## config.mk

```make
export PLATFORM = sky130hd
export DESIGN_NAME = linear_probe_hash_table
export DESIGN_NICKNAME = d
export VERILOG_FILES = /design/src/lpht_pkg.sv /design/src/lpht_ram.sv /design/src/lpht_home.sv /design/src/linear_probe_hash_table.sv
export SDC_FILE = /design/constraint.sdc
export NUM_CORES = 2
export LEC_CHECK = 0
export ABC_CLOCK_PERIOD_IN_PS = 6200
export BUFFER_PORTS_ARGS = -buffer_cell sky130_fd_sc_hd__buf_4
export CAP_MARGIN = 20
export CORE_UTILIZATION = 31
export DETAILED_ROUTE_END_ITERATION = 16
export GPL_TIMING_DRIVEN = 0
export MAX_ROUTING_LAYER = met4
export PLACE_DENSITY = 0.49
export SLEW_MARGIN = 10
export SYNTH_ARGS = -nofsm -noshare
export SYNTH_HDL_FRONTEND = slang
export SYNTH_SLANG_ARGS = --single-unit
```

## constraint.sdc

```tcl
create_clock -name clk -period 6.2 [get_ports clk]
set_clock_uncertainty 0.05 [all_clocks]
set_input_delay 1.24 -clock clk [delete_from_list [all_inputs] [get_ports clk]]
set_output_delay 1.24 -clock clk [all_outputs]
set_load 0.1 [all_outputs]
```

## src/lpht_pkg.sv

```systemverilog
// Shared types and constants for the linear probing hash table.
// No dependencies; imported by every module of the block except lpht_ram.
package lpht_pkg;

    // Field widths
    localparam int KEY_W      = 31;
    localparam int VALUE_W    = 32;
    localparam int STATUS_W   = 3;
    localparam int SLOT_IDX_W = 10;

    // Default slot count (a prime keeps the probe chains spread)
    localparam int SLOTS_DEFAULT = 31;

    // Key bits folded into the home remainder per cycle
    localparam int HOME_STEP_BITS = 4;

    // Stream payload widths, padded to whole bytes
    localparam int S_DATA_W = ((KEY_W + VALUE_W + 7) / 8) * 8;
    localparam int M_DATA_W = ((STATUS_W + VALUE_W + SLOT_IDX_W + 7) / 8) * 8;

    // Operation selected by tuser
    typedef enum logic {
        OP_INSERT = 1'b0,
        OP_SEARCH = 1'b1
    } op_t;

    // Result status codes
    typedef enum logic [STATUS_W-1:0] {
        ST_INSERTED  = 3'd0,
        ST_DUPLICATE = 3'd1,
        ST_FULL      = 3'd2,
        ST_FOUND     = 3'd3,
        ST_NOT_FOUND = 3'd4
    } status_t;

    // One table entry as stored in the RAM
    typedef struct packed {
        logic               used;
        logic [KEY_W-1:0]   key;
        logic [VALUE_W-1:0] value;
    } slot_t;

endpackage

```

## src/lpht_ram.sv

```systemverilog
// Generic single-write, single-read RAM with registered read data.
// No dependencies.
module lpht_ram #(
    parameter int WIDTH = 64,
    parameter int DEPTH = 31
) (
    input  logic                                       clk,
    input  logic                                       we,
    input  logic [((DEPTH > 1) ? $clog2(DEPTH) : 1)-1:0] waddr,
    input  logic [WIDTH-1:0]                           wdata,
    input  logic [((DEPTH > 1) ? $clog2(DEPTH) : 1)-1:0] raddr,
    output logic [WIDTH-1:0]                           rdata
);

    logic [WIDTH-1:0] mem [DEPTH];

    // Write port
    always_ff @(posedge clk)
    begin
        if (we)
        begin
            mem[waddr] <= wdata;
        end
    end

    // Registered read port
    always_ff @(posedge clk)
    begin
        rdata <= mem[raddr];
    end

endmodule

```

## src/lpht_home.sv

```systemverilog
// Home slot unit: key modulo SLOTS, HOME_STEP_BITS key bits per cycle, MSB first.
// Depends on lpht_pkg.
module lpht_home
    import lpht_pkg::*;
#(
    parameter int SLOTS = SLOTS_DEFAULT
) (
    input  logic                      clk,
    input  logic                      rst_n,
    input  logic                      start,
    input  logic [KEY_W-1:0]          key,
    output logic                      done,
    output logic [$clog2(SLOTS)-1:0]  home
);

    localparam int IW    = $clog2(SLOTS);
    localparam int PAD_W = ((KEY_W + HOME_STEP_BITS - 1) / HOME_STEP_BITS) * HOME_STEP_BITS;
    localparam int STEPS = PAD_W / HOME_STEP_BITS;
    localparam int CW    = (STEPS > 1) ? $clog2(STEPS) : 1;

    logic [PAD_W-1:0] shift_reg, shift_next;
    logic [IW-1:0]    rem_reg, rem_next;
    logic [CW-1:0]    cnt_reg, cnt_next;
    logic             busy_reg, busy_next;
    logic             done_reg, done_next;

    // Fold HOME_STEP_BITS bits: r = (2r + b) mod SLOTS, one compare-subtract each
    function automatic logic [IW-1:0] fold(input logic [IW-1:0] r_in,
                                           input logic [HOME_STEP_BITS-1:0] bits);
        logic [IW:0] r;
        r = {1'b0, r_in};
        for (int b = HOME_STEP_BITS - 1; b >= 0; b--)
        begin
            r = {r[IW-1:0], bits[b]};
            if (r >= (IW+1)'(SLOTS))
            begin
                r = r - (IW+1)'(SLOTS);
            end
        end
        return r[IW-1:0];
    endfunction

    // Next-state logic
    always_comb
    begin
        shift_next = shift_reg;
        rem_next   = rem_reg;
        cnt_next   = cnt_reg;
        busy_next  = busy_reg;
        done_next  = 1'b0;
        if (start)
        begin
            shift_next = PAD_W'(key);
            rem_next   = '0;
            cnt_next   = '0;
            busy_next  = 1'b1;
        end
        else if (busy_reg)
        begin
            rem_next   = fold(rem_reg, shift_reg[PAD_W-1 -: HOME_STEP_BITS]);
            shift_next = shift_reg << HOME_STEP_BITS;
            cnt_next   = cnt_reg + 1'b1;
            if (cnt_reg == CW'(STEPS - 1))
            begin
                busy_next = 1'b0;
                done_next = 1'b1;
            end
        end
    end

    // State registers
    always_ff @(posedge clk or negedge rst_n)
    begin
        if (!rst_n)
        begin
            shift_reg <= '0;
            rem_reg   <= '0;
            cnt_reg   <= '0;
            busy_reg  <= 1'b0;
            done_reg  <= 1'b0;
        end
        else
        begin
            shift_reg <= shift_next;
            rem_reg   <= rem_next;
            cnt_reg   <= cnt_next;
            busy_reg  <= busy_next;
            done_reg  <= done_next;
        end
    end

    assign done = done_reg;
    assign home = rem_reg;

endmodule

```

## src/linear_probe_hash_table.sv

```systemverilog
// Linear probing hash table: controller, home slot unit and slot RAM.
// Depends on lpht_pkg, lpht_ram and lpht_home.
// Sequence: once a transfer is accepted, lpht_home computes the home slot,
//   the first RAM read is issued at the home slot, then one probe per cycle
//   for P probes (1..SLOTS), then the output register is loaded.
// One operation at a time; the next transfer is accepted once the result
//   is in the output register.
// Reset: a clearing pass over all SLOTS slots marks every slot free; no
//   transfer is accepted until it ends.
module linear_probe_hash_table
    import lpht_pkg::*;
#(
    parameter int SLOTS = SLOTS_DEFAULT
) (
    input  logic                clk,
    input  logic                rst_n,
    input  logic                s_tvalid,
    output logic                s_tready,
    input  logic [S_DATA_W-1:0] s_tdata,   // key[30:0], value[62:31], zero pad
    input  logic                s_tuser,   // kind
    output logic                m_tvalid,
    input  logic                m_tready,
    output logic [M_DATA_W-1:0] m_tdata    // status[2:0], found_value[34:3],
                                           // slot_index[44:35], zero pad
);

    localparam int IW = $clog2(SLOTS);

    typedef enum logic [2:0] {
        CLEAR,
        IDLE,
        HOME,
        CHECK,
        RESULT
    } state_t;

    state_t                 state_reg, state_next;
    logic [IW-1:0]          clr_reg, clr_next;
    op_t                    kind_reg, kind_next;
    logic [KEY_W-1:0]       key_reg, key_next;
    logic [VALUE_W-1:0]     value_reg, value_next;
    logic [IW-1:0]          idx_reg, idx_next;
    logic [IW-1:0]          cnt_reg, cnt_next;
    status_t                res_status_reg, res_status_next;
    logic [VALUE_W-1:0]     res_value_reg, res_value_next;
    logic [SLOT_IDX_W-1:0]  res_idx_reg, res_idx_next;
    logic                   m_tvalid_reg, m_tvalid_next;
    logic [M_DATA_W-1:0]    m_tdata_reg, m_tdata_next;

    logic                   s_xfer;
    logic                   home_done;
    logic [IW-1:0]          home;
    logic [IW-1:0]          idx_inc;
    logic                   hit;
    logic                   last_probe;
    slot_t                  rd_slot;
    slot_t                  wr_slot;
    logic                   ram_we;
    logic [IW-1:0]          ram_waddr;
    logic [IW-1:0]          ram_raddr;
    logic [$bits(slot_t)-1:0] ram_rdata;

    assign s_tready = (state_reg == IDLE);
    assign s_xfer   = s_tvalid && s_tready;

    // Home slot of the incoming key
    lpht_home #(
        .SLOTS (SLOTS)
    ) u_home (
        .clk   (clk),
        .rst_n (rst_n),
        .start (s_xfer),
        .key   (s_tdata[KEY_W-1:0]),
        .done  (home_done),
        .home  (home)
    );

    // Slot storage; a probe ends at its write, so reads never overlap it
    lpht_ram #(
        .WIDTH ($bits(slot_t)),
        .DEPTH (SLOTS)
    ) u_ram (
        .clk   (clk),
        .we    (ram_we),
        .waddr (ram_waddr),
        .wdata (wr_slot),
        .raddr (ram_raddr),
        .rdata (ram_rdata)
    );

    // Probe compare
    assign rd_slot    = slot_t'(ram_rdata);
    assign idx_inc    = (idx_reg == IW'(SLOTS - 1)) ? '0 : idx_reg + 1'b1;
    assign hit        = rd_slot.used && (rd_slot.key == key_reg);
    assign last_probe = (cnt_reg == IW'(SLOTS - 1));
    assign ram_raddr  = (state_reg == HOME) ? home : idx_inc;

    // RAM write: clearing pass, or insert into the first free slot
    always_comb
    begin
        ram_we    = 1'b0;
        ram_waddr = idx_reg;
        wr_slot   = '{used: 1'b1, key: key_reg, value: value_reg};
        if (state_reg == CLEAR)
        begin
            ram_we    = 1'b1;
            ram_waddr = clr_reg;
            wr_slot   = '0;
        end
        else if (state_reg == CHECK && kind_reg == OP_INSERT && !rd_slot.used)
        begin
            ram_we = 1'b1;
        end
    end

    // Controller next state
    always_comb
    begin
        state_next      = state_reg;
        clr_next        = clr_reg;
        kind_next       = kind_reg;
        key_next        = key_reg;
        value_next      = value_reg;
        idx_next        = idx_reg;
        cnt_next        = cnt_reg;
        res_status_next = res_status_reg;
        res_value_next  = res_value_reg;
        res_idx_next    = res_idx_reg;
        m_tvalid_next   = m_tvalid_reg;
        m_tdata_next    = m_tdata_reg;

        if (m_tvalid_reg && m_tready)
        begin
            m_tvalid_next = 1'b0;
        end

        unique case (state_reg)
            CLEAR:
            begin
                clr_next = clr_reg + 1'b1;
                if (clr_reg == IW'(SLOTS - 1))
                begin
                    state_next = IDLE;
                end
            end
            IDLE:
            begin
                if (s_xfer)
                begin
                    kind_next  = op_t'(s_tuser);
                    key_next   = s_tdata[KEY_W-1:0];
                    value_next = s_tdata[KEY_W +: VALUE_W];
                    state_next = HOME;
                end
            end
            HOME:
            begin
                // first read goes out at the home slot this cycle
                if (home_done)
                begin
                    idx_next   = home;
                    cnt_next   = '0;
                    state_next = CHECK;
                end
            end
            CHECK:
            begin
                res_value_next = '0;
                res_idx_next   = '0;
                if (kind_reg == OP_INSERT)
                begin
                    priority if (hit)
                    begin
                        res_status_next = ST_DUPLICATE;
                        res_idx_next    = SLOT_IDX_W'(idx_reg);
                        state_next      = RESULT;
                    end
                    else if (!rd_slot.used)
                    begin
                        res_status_next = ST_INSERTED;
                        res_idx_next    = SLOT_IDX_W'(idx_reg);
                        state_next      = RESULT;
                    end
                    else if (last_probe)
                    begin
                        res_status_next = ST_FULL;
                        state_next      = RESULT;
                    end
                    else
                    begin
                        idx_next = idx_inc;
                        cnt_next = cnt_reg + 1'b1;
                    end
                end
                else
                begin
                    priority if (hit)
                    begin
                        res_status_next = ST_FOUND;
                        res_value_next  = rd_slot.value;
                        res_idx_next    = SLOT_IDX_W'(idx_reg);
                        state_next      = RESULT;
                    end
                    else if (!rd_slot.used || last_probe)
                    begin
                        res_status_next = ST_NOT_FOUND;
                        state_next      = RESULT;
                    end
                    else
                    begin
                        idx_next = idx_inc;
                        cnt_next = cnt_reg + 1'b1;
                    end
                end
            end
            RESULT:
            begin
                // hand off once the output register is free
                if (!m_tvalid_reg || m_tready)
                begin
                    m_tvalid_next = 1'b1;
                    m_tdata_next  = M_DATA_W'({res_idx_reg, res_value_reg, res_status_reg});
                    state_next    = IDLE;
                end
            end
            default:
            begin
                state_next = CLEAR;
            end
        endcase
    end

    // Controller state and registered outputs
    always_ff @(posedge clk or negedge rst_n)
    begin
        if (!rst_n)
        begin
            state_reg      <= CLEAR;
            clr_reg        <= '0;
            kind_reg       <= OP_INSERT;
            key_reg        <= '0;
            value_reg      <= '0;
            idx_reg        <= '0;
            cnt_reg        <= '0;
            res_status_reg <= ST_NOT_FOUND;
            res_value_reg  <= '0;
            res_idx_reg    <= '0;
            m_tvalid_reg   <= 1'b0;
            m_tdata_reg    <= '0;
        end
        else
        begin
            state_reg      <= state_next;
            clr_reg        <= clr_next;
            kind_reg       <= kind_next;
            key_reg        <= key_next;
            value_reg      <= value_next;
            idx_reg        <= idx_next;
            cnt_reg        <= cnt_next;
            res_status_reg <= res_status_next;
            res_value_reg  <= res_value_next;
            res_idx_reg    <= res_idx_next;
            m_tvalid_reg   <= m_tvalid_next;
            m_tdata_reg    <= m_tdata_next;
        end
    end

    assign m_tvalid = m_tvalid_reg;
    assign m_tdata  = m_tdata_reg;

endmodule

```

==> results summary <==
The flow ran to the end, and the final reports show no timing, DRC or antenna violations. Setup repair after global routing left no endpoint under its margin. The synthesized flop and latch total is about 2,300. The worst path required time is between 6 and 7 ns. The count of nets left with antenna violations once routing finished came out at 0.

The number of hold violations in the final report came out at 0. Max-cap violations in this run came to 0. The register with the most flip-flops in the layout has between 1,500 and 2,000 of them.

The die outline width came out at ~540 um. Setup violations remaining at the end of the flow were counted as 0. The worst slew margin relative to its limit is 0.2229. The count of buffers added on input and output ports is 109. The total congestion overflow after global routing came out at 0. The setup slack at placement is 0.4944 ns. Fill cells in the final layout number around 27,000. The post-detailed-placement half-perimeter wirelength came out at roughly 220 mm. The cell row count is 196. The global placement routability congestion came out at between 0.8 and 0.9. The path class of the tightest hold or removal check is in2async. The fraction of final layout cells with drive strength greater than 1 came out at 0.1034. The maximum number of pins on one net before global-route repair is slightly above 80. The per-instance average area after synthesis is roughly 13 um2. Summing every instance area after synthesis gives around 89,000 um2.

The post-CTS setup buffer count is 0. The insertion delay to the later sink of the worst-skew pair came out at 0.91 ns. STA classifies the critical path endpoint as a register. The shortest clock period the worst path allows after layout came out at between 5 and 6 ns. The number of max-slew violations in the final report is 0. The final routed wire length divided by cell count came out at roughly 26 um. Once the clock tree was built, the resizer swapped 0 gates to a different size. The number of enable flip-flop cells after synthesis came out at 1,984.

The critical path in this run is classified as reg2reg. The via density per instance is approximately 5.2. Summing over every cut layer, the via total after detailed routing is slightly below 60,000. Clock tree synthesis selected as its root buffer the cell sky130_fd_sc_hd__clkbuf_16.

In the global route stage, overall resource usage came out at 0.2100. The slack of the critical path came out at approximately 0.42 ns. The initial antenna violation count is 33. The number of buffers on the longest clock path came out at 4. The via count of the first global-routing pass is between 50,000 and 60,000.

The area of the core is 285,500 um2. Counting every sink on the clock net gives approximately 2,300. The first-pass iteration count of the detailed router came out at 6.

The worst setup path is launched from a register. The share of synthesized flip-flops with an asynchronous set or reset is 0.09099. The first global-routing pass estimated approximately 420 mm of wire. The main flop type after synthesis is sky130_fd_sc_hd__edfxtp_1.

The DRC violation total after the first TritonRoute iteration is 6,273. The Yosys step of the flow raised 0 warnings. TritonCTS built the clock tree. The number of nets in the layout came out at roughly 7,500. The data arrival time of the critical path came out at between 6 and 7 ns. The vertical die dimension came out at between 500 and 600 um. The number of remaining DRC errors came out at 0. Clock tree synthesis inserted a total of 235 buffers. At the pin with the least slew margin, the transition time is ~1.2 ns. The relative area change from synthesis to final layout came out at 19.04%.

The depth of the CTS H-tree is 4. Buffers inserted to repair hold after CTS numbered 0. The floorplan step defined a die boundary enclosing 289,400 um2. The post-route fraction of the period consumed by the critical path came out at 0.9315. The detailed-route wire length came out at between 200 and 300 mm. The clock input transition at the sequential cells of the worst setup and hold paths is about 0.060 ns. The highest fanout seen on the critical path is 10.

Of the synthesized area, sequential elements account for 0.7410. The synthesized netlist cell count is 6,884. The initial cell density of the core came out at 0.3120. The number of primary I/O pins is 119. The maximum achievable frequency came out at around 170 MHz. The number of distinct library cell variants in the gate-level netlist after synthesis came out at 63.
==> cell usage after synthesis, types with 12 or more instances <==
cell type                     n  area [um2]
sky130_fd_sc_hd__clkbuf_1   422        1584
sky130_fd_sc_hd__a22o_1      37       324.1
sky130_fd_sc_hd__a21oi_1     20       100.1
sky130_fd_sc_hd__and2_1      66       412.9
sky130_fd_sc_hd__o311ai_0    64       560.5
sky130_fd_sc_hd__o21ai_0     43       215.2
sky130_fd_sc_hd__xor2_1      22       192.7
sky130_fd_sc_hd__dfxtp_1     64        1281
sky130_fd_sc_hd__ha_1        12       150.1
sky130_fd_sc_hd__inv_1       15       56.30
sky130_fd_sc_hd__nor3_1      15       75.07
sky130_fd_sc_hd__nand2_1   2169        8142
sky130_fd_sc_hd__buf_2       18       90.09
sky130_fd_sc_hd__mux2i_1     39       390.4
sky130_fd_sc_hd__mux2_2      45       506.7
sky130_fd_sc_hd__buf_1       40       150.1
sky130_fd_sc_hd__dfrtp_1    204        5105
sky130_fd_sc_hd__nand3_1    714        3573
sky130_fd_sc_hd__and3_1     199        1245
sky130_fd_sc_hd__edfxtp_1  1984       59580
sky130_fd_sc_hd__xnor2_1     21       183.9
sky130_fd_sc_hd__nor2_1     112       420.4
sky130_fd_sc_hd__o31ai_1     68       510.5
sky130_fd_sc_hd__a311oi_1   384        3363
==> per-stage QoR <==
| step | hold WS (ns) | TNS (ns) | cell area, um2 | instances | util |
|---|---|---|---|---|---|
| finish | 0.2751 | 0 | 106000 | 11380 | 0.3713 |
| global route | 0.2933 | 0 | 106000 | 11370 | 0.3712 |
| CTS | 0.2539 | 0 | 105600 | 11340 | 0.3700 |
| detailed placement | 0.3824 | 0 | 98090 | 10910 | 0.3436 |
| global placement | 0.3816 | -5673.03 | 94600 | 10760 | 0.3314 |
| floorplan | 0.3768 | 0 | 89080 | 6891 | - |
==> layout make-up <==
class                      count  area (um2)  share of cell area
sequential                  2253       65990              0.6225
tap                         3762        4707             0.04440
antenna                       18       45.04           0.0004249
multi-input combinational   4133       21420              0.2020
clock inverter               106       924.6            0.008723
buffer                       490        1966             0.01854
clock buffer                 324        6593             0.06219
timing repair buffer         280        4307             0.04063
inverter                      15       56.30           0.0005312
==> logic make-up (layout without fill, tap and decap cells) <==
logic type,count (synthesis),count (layout),synth area share
mux,86,86,0.01041
other cells,1,26,0.00004211
xor+xnor,43,43,0.004229
fa+ha+maj,12,12,0.001686
buf+inv,505,1215,0.02204
flops,2253,2253,0.7410
simple gates,3322,3322,0.1595
compound gates,662,662,0.06109
==> worst max-delay path, stage by stage (launching register included) <==
cell	delay, ns
sky130_fd_sc_hd__dfrtp_1	0.47
sky130_fd_sc_hd__inv_1	0.12
sky130_fd_sc_hd__ha_1	0.24
sky130_fd_sc_hd__and4_1	0.19
sky130_fd_sc_hd__clkbuf_1	0.21
sky130_fd_sc_hd__nor3_1	0.28
sky130_fd_sc_hd__a21o_1	0.19
sky130_fd_sc_hd__clkbuf_1	0.41
sky130_fd_sc_hd__clkbuf_2	0.69
sky130_fd_sc_hd__clkbuf_2	0.74
sky130_fd_sc_hd__clkbuf_1	0.71
sky130_fd_sc_hd__nand2_1	0.11
sky130_fd_sc_hd__nand3_1	0.11
sky130_fd_sc_hd__nand3_1	0.27
sky130_fd_sc_hd__nand3_1	0.27
sky130_fd_sc_hd__o311ai_0	0.32
sky130_fd_sc_hd__o31ai_1	0.22
==> metal layers <==
metal / track usage / up-vias / part of all wire
li1: - / 26410 / -
met1: 0.2782 / 30110 / 0.43
met2: 0.3347 / 2240 / 0.47
met3: 0.02801 / 458 / 0.069
met4: 0.06454 / 0 / 0.036
met5: - / - / 0
==> final timing paths <==
| kind | slack (ns) | cells after the start | startpoint | endpoint |
|---|---|---|---|---|
| max | 0.42 | 16 | idx_reg[0]$_DFFE_PN0P_ | u_ram.rdata[1]$_DFF_P_ |
| min | 0.28 | 1 | rst_n | res_value_reg[1]$_DFFE_PN0P_ |
| max reg2reg | 0.42 | 16 | idx_reg[0]$_DFFE_PN0P_ | u_ram.rdata[1]$_DFF_P_ |
| min reg2reg | 0.38 | 1 | u_ram.rdata[25]$_DFF_P_ | res_value_reg[25]$_DFFE_PN0P_ |
| max in group asynchronous | 4.80 | 2 | rst_n | key_reg[22]$_DFFE_PN0P_ |
| min in group clk | 0.38 | 1 | u_ram.rdata[25]$_DFF_P_ | res_value_reg[25]$_DFFE_PN0P_ |
==> layout by cell type (no fill, tap or decap), drive strengths merged, types with 64 or more instances in the layout <==
| cell | instances |
|---|---|
| nand2 | 2169 |
| dfrtp | 204 |
| nor2 | 112 |
| a311oi | 384 |
| and3 | 200 |
| nand3 | 715 |
| o311ai | 67 |
| clkinv | 79 |
| edfxtp | 1984 |
| o31ai | 68 |
| dfxtp | 64 |
| clkbuf | 747 |
| and2 | 66 |
| buf | 347 |
Power is not shown: default switching activity piles up to over one toggle a cycle in this logic, so the estimate is an artifact.
